### config.mk
export PLATFORM = sky130hd
export DESIGN_NAME = clf_ctrl
export DESIGN_NICKNAME = d
export VERILOG_FILES = /design/src/clf_pkg.sv /design/src/clf_ctrl.sv
export SDC_FILE = /design/constraint.sdc
export NUM_CORES = 1
export LEC_CHECK = 0
export CELL_PAD_IN_SITES_DETAIL_PLACEMENT = 0
export CELL_PAD_IN_SITES_GLOBAL_PLACEMENT = 1
export CORE_AREA = 2 2 39 41
export DETAILED_ROUTE_END_ITERATION = 8
export DIE_AREA = 0 0 41 43
export DONT_BUFFER_PORTS = 1
export PLACE_DENSITY = 0.71
export SYNTH_ARGS = -nofsm -noshare
export SYNTH_HDL_FRONTEND = slang
export SYNTH_SLANG_ARGS = --single-unit
export TNS_END_PERCENT = 100
### constraint.sdc
create_clock -name clk_i -period 3.5 [get_ports clk_i]
set_clock_uncertainty 0.1 [all_clocks]
set_input_delay 0.7 -clock clk_i [delete_from_list [all_inputs] [get_ports clk_i]]
set_output_delay 0.7 -clock clk_i [all_outputs]
set_load 0.1 [all_outputs]
### src/clf_pkg.sv
`timescale 1ns / 1ps
package clf_pkg;
  localparam int MaxItems = 64;
  localparam int IdxW = $clog2(MaxItems);
  localparam int CntW = IdxW + 1;
  localparam int ValW = 32;
  localparam int LenW = 7;

  localparam logic [1:0] RegTargetLen = 2'd0;

  typedef enum logic [3:0] {
    ST_LOAD, ST_INIT, ST_RDI, ST_RDJ, ST_WAITJ, ST_CMP, ST_WRI,
    ST_WALK_RD, ST_WALK_WR, ST_OUT_RD, ST_OUT_WAIT, ST_OUT_HOLD, ST_NF
  } clf_state_e;

  typedef struct packed {
    logic load_wr;
    logic init;
    logic rd_i;
    logic cmp;
    logic wr_i;
    logic next_j;
    logic walk_rd;
    logic walk_wr;
    logic out_cap;
    logic nf;
  } clf_cmd_t;

  typedef struct packed {
    logic hit;
    logic j_done;
    logic i_done;
    logic rot_done;
    logic walk_done;
    logic out_done;
    logic out_busy;
  } clf_sts_t;
endpackage

### src/clf_ctrl.sv
`timescale 1ns / 1ps
module clf_ctrl import clf_pkg::*; (
  input  logic     clk_i,
  input  logic     rst_ni,
  input  logic     in_fire_i,
  input  logic     in_last_i,
  input  clf_sts_t sts_i,
  output clf_cmd_t cmd_o,
  output logic     in_ready_o
);
  clf_state_e state_q, state_d;

  always_ff @(posedge clk_i or negedge rst_ni) begin
    if (!rst_ni) state_q <= ST_LOAD;
    else state_q <= state_d;
  end

  always_comb begin
    state_d = state_q;
    cmd_o = '0;
    in_ready_o = 1'b0;
    unique case (state_q)
      ST_LOAD: begin
        in_ready_o = 1'b1;
        cmd_o.load_wr = in_fire_i;
        if (in_fire_i && in_last_i) state_d = ST_INIT;
      end
      ST_INIT: begin
        cmd_o.init = 1'b1;
        state_d = ST_RDI;
      end
      ST_RDI: begin
        // i loop start; nothing to do for a single element
        if (sts_i.i_done) begin
          cmd_o.next_j = 1'b1;
          state_d = sts_i.rot_done ? ST_NF : ST_INIT;
        end else begin
          cmd_o.rd_i = 1'b1;
          state_d = ST_RDJ;
        end
      end
      ST_RDJ: state_d = ST_WAITJ;
      ST_WAITJ: state_d = ST_CMP;
      ST_CMP: begin
        cmd_o.cmp = 1'b1;
        if (sts_i.hit) state_d = ST_WALK_RD;
        else if (sts_i.j_done) state_d = ST_WRI;
        else state_d = ST_RDJ;
      end
      ST_WRI: begin
        cmd_o.wr_i = 1'b1;
        state_d = ST_RDI;
      end
      ST_WALK_RD: begin
        cmd_o.walk_rd = 1'b1;
        state_d = ST_WALK_WR;
      end
      ST_WALK_WR: begin
        cmd_o.walk_wr = 1'b1;
        state_d = sts_i.walk_done ? ST_OUT_RD : ST_WALK_RD;
      end
      ST_OUT_RD: state_d = ST_OUT_WAIT;
      ST_OUT_WAIT: begin
        if (!sts_i.out_busy) begin
          cmd_o.out_cap = 1'b1;
          state_d = sts_i.out_done ? ST_OUT_HOLD : ST_OUT_RD;
        end
      end
      ST_OUT_HOLD: if (!sts_i.out_busy) state_d = ST_LOAD;
      ST_NF: begin
        if (!sts_i.out_busy) begin
          cmd_o.nf = 1'b1;
          state_d = ST_OUT_HOLD;
        end
      end
      default: state_d = ST_LOAD;
    endcase
  end
endmodule

==> impl_metrics.csv <==
group,metric,value,unit
yosys,netlist_area,451.7,µm²
clock_tree,cts_hold_buf,0,
yosys,synth_seq_cells,4,
timing,hold_violations,0,
finish,fin_area,626.9,µm²
floorplanning,num_io_pins,22,
outcome,status,"finished, final reports clean",
yosys,synth_area_per_cell,6.742,µm²
yosys,async_flop_share,1.000,
critical_path,path_class,"reg -> out",
clock_tree,root_buffer,"clkbuf_4",
global_route,grt_usage,0.1566,
critical_path,max_stage_delay,0.60,ns
finish,reg_top3,"state_q x4",
placement,port_buffers,0,
global_route,grt_pass1_wl,1869,µm
critical_path,arrival,1.87,ns
timing,fmax,0.3748,GHz
clock_tree,cts.clk_slew.worst_paths,0.04,ns
yosys,synthSimpleGateAreaFrac,0.4515,
clock_tree,clockBufferDepth,2,
clock_tree,htreeDepth,1,
yosys,synth-adder-area-share,0,
yosys,yosysWarningCount,0,
yosys,syn-num-nets,78,
yosys,yosys-top-cells-area,"dfrtp_1, nand2_1, nor2_1",
yosys,synthXorXnorAreaFrac,0,
yosys,synth_top_family_by_area,"simple AND/OR/NAND/NOR gates",
clock_tree,cts_num_sinks,4,
detailed_routing,num_vias,509,
finish,layout_commonest_cell,"buf_4",
detailed_routing,wl,1152,µm
placement,placed_area,604.3,µm²
finish,layout-drive-gt1-share,0.3421,
min_path,hold_class,"in -> async",
placement,gp_congestion,0.8009,
placement,place_hpwl,933.2,µm
detailed_routing,via_per_inst,5.533,
finish,largest_register_ffs,4,
critical_path,path_cells,"nor4_4 > buf_4 > and2_1 > buf_12",
critical_path,cp-end-kind,"primary output",
detailed_routing,drt-pass1-iter-count,4,
yosys,synth-compound-area-share,0.1967,
timing,whs,0.06353,ns
yosys,ys_seq_area_frac,0.2216,
critical_path,worst_path_max_delay_cell,"dfrtp_1",
timing,setup_viol,0,
timing,drv_slew,0,
timing,post-route-period-util,0.7624,
yosys,synth-edff-count,0,
floorplanning,initial_core_util,0.3264,
critical_path,startpoint_type,"register",
timing,setup_tns,0,ns
detailed_routing,drc_errors,0,
detailed_routing,drt_iter0_drc,8,
floorplanning,dieWidth,41,µm
critical_path,cp.required,2.70,ns
yosys,synth_top_area_frac,0.2216,
global_route,grt_pass1_vias,447,
timing,rsz0062_at_grt,"no",
critical_path,worstPathMaxFanout,17,
global_route,gr-total-overflow,0,
floorplanning,rows,14,
finish,post-route-util,0.4530,
clock_tree,tritoncts,"done",
floorplanning,die-area,1763,µm²
yosys,synth.largest_area_cell,"dfrtp_1",
yosys,synthCells,67,
clock_tree,cts_inserted_buffers,3,
yosys,synth_cell_types,30,
detailed_routing,antenna_left,0,
global_route,antenna_found_initial,0,
floorplanning,die_y,43,µm
clock_tree,cts_resized,0,
finish,final_cell_mix,"buf_4, nand2_1, nor2_2",
detailed_routing,post_drt_wl_per_cell,12.52,µm
yosys,synth_ff_type,"dfrtp_1",
timing,worstMarginPinSlew,0.6430,ns
global_route,grt_max_degree,18,
finish,syn_to_final_growth,38.78,%
clock_tree,postCtsSetupRepairBufs,0,
timing,fin_crit,2.668,ns
job,drv_cap,0,
finish,nets,89,
yosys,synthMuxAreaShare,0.04709,
clock_tree,clk_latency,0.23,ns
finish,diodes,0,
floorplanning,core-area,1384,µm²
timing,max_slew_margin,0.5713,
finish,largest-register,"state_q",
cells by family (layout without fill, tap and decap cells):
kind of cell | after synthesis | after routing
buffers and inverters | 7 | 16
and+or+nand+nor | 40 | 40
DFF | 4 | 4
AOI/OAI and AO/OA | 14 | 14
muxes | 2 | 2
worst paths after layout:
kind / start / to / slack [ns] / cells past startpoint
max in group asynchronous: rst_ni / state_q[2] / 3.16 / 0
max reg2reg: state_q[1] / state_q[2] / 1.38 / 6
min: rst_ni / state_q[0] / 0.06 / 0
min in group clk_i: sts_i[0] / state_q[0] / 0.55 / 2
min reg2reg: state_q[3] / state_q[2] / 0.74 / 1
max: state_q[1] / cmd_o[9] / 0.83 / 4
Yosys cell counts, types with 2 or more instances:
| master | instances |
|---|---|
| buf_4 | 2 |
| nor2b_1 | 2 |
| nand2b_1 | 4 |
| buf_2 | 3 |
| nand2_1 | 9 |
| nand3_1 | 4 |
| nor4_1 | 2 |
| dfrtp_1 | 4 |
| nor3_1 | 5 |
| a21oi_1 | 3 |
| o21ai_0 | 3 |
| nor2_1 | 8 |
layer usage:
metal | vias up | wire [µm] | global-route usage
met5 | - | 0 | 0
met4 | 0 | 0 | 0.04000
met3 | 0 | 78 | 0.05236
met2 | 15 | 562 | 0.2281
met1 | 237 | 512 | 0.2164
li1 | 257 | - | -
cell type report:
type | instances | area, µm²
well taps | 16 | 20.02
repair buffers | 11 | 95.09
clock buffers | 3 | 22.52
inverters | 2 | 7.507
multi-input cells | 56 | 381.6
flip-flops and latches | 4 | 100.1
fillers | 148 | 757.0
through the flow:
stage               worst slack (ns)  std cells
finish                        0.8316         92
global route                  0.7021         92
CTS                           0.8280         92
detailed placement             1.062         89
global placement               1.092         89
floorplan                     0.1355         67
worst max-delay path, delay by kind of cell (launching register included):
| kind | cells | cell delay, ns |
|---|---|---|
| buffers and inverters | 2 | 0.52 |
| flip-flops | 1 | 0.60 |
| AND/OR/NAND/NOR | 2 | 0.51 |
Power is left out: the tool's default activity adds up to more than one toggle a clock period on the data nets, which glitch-free logic cannot reach.
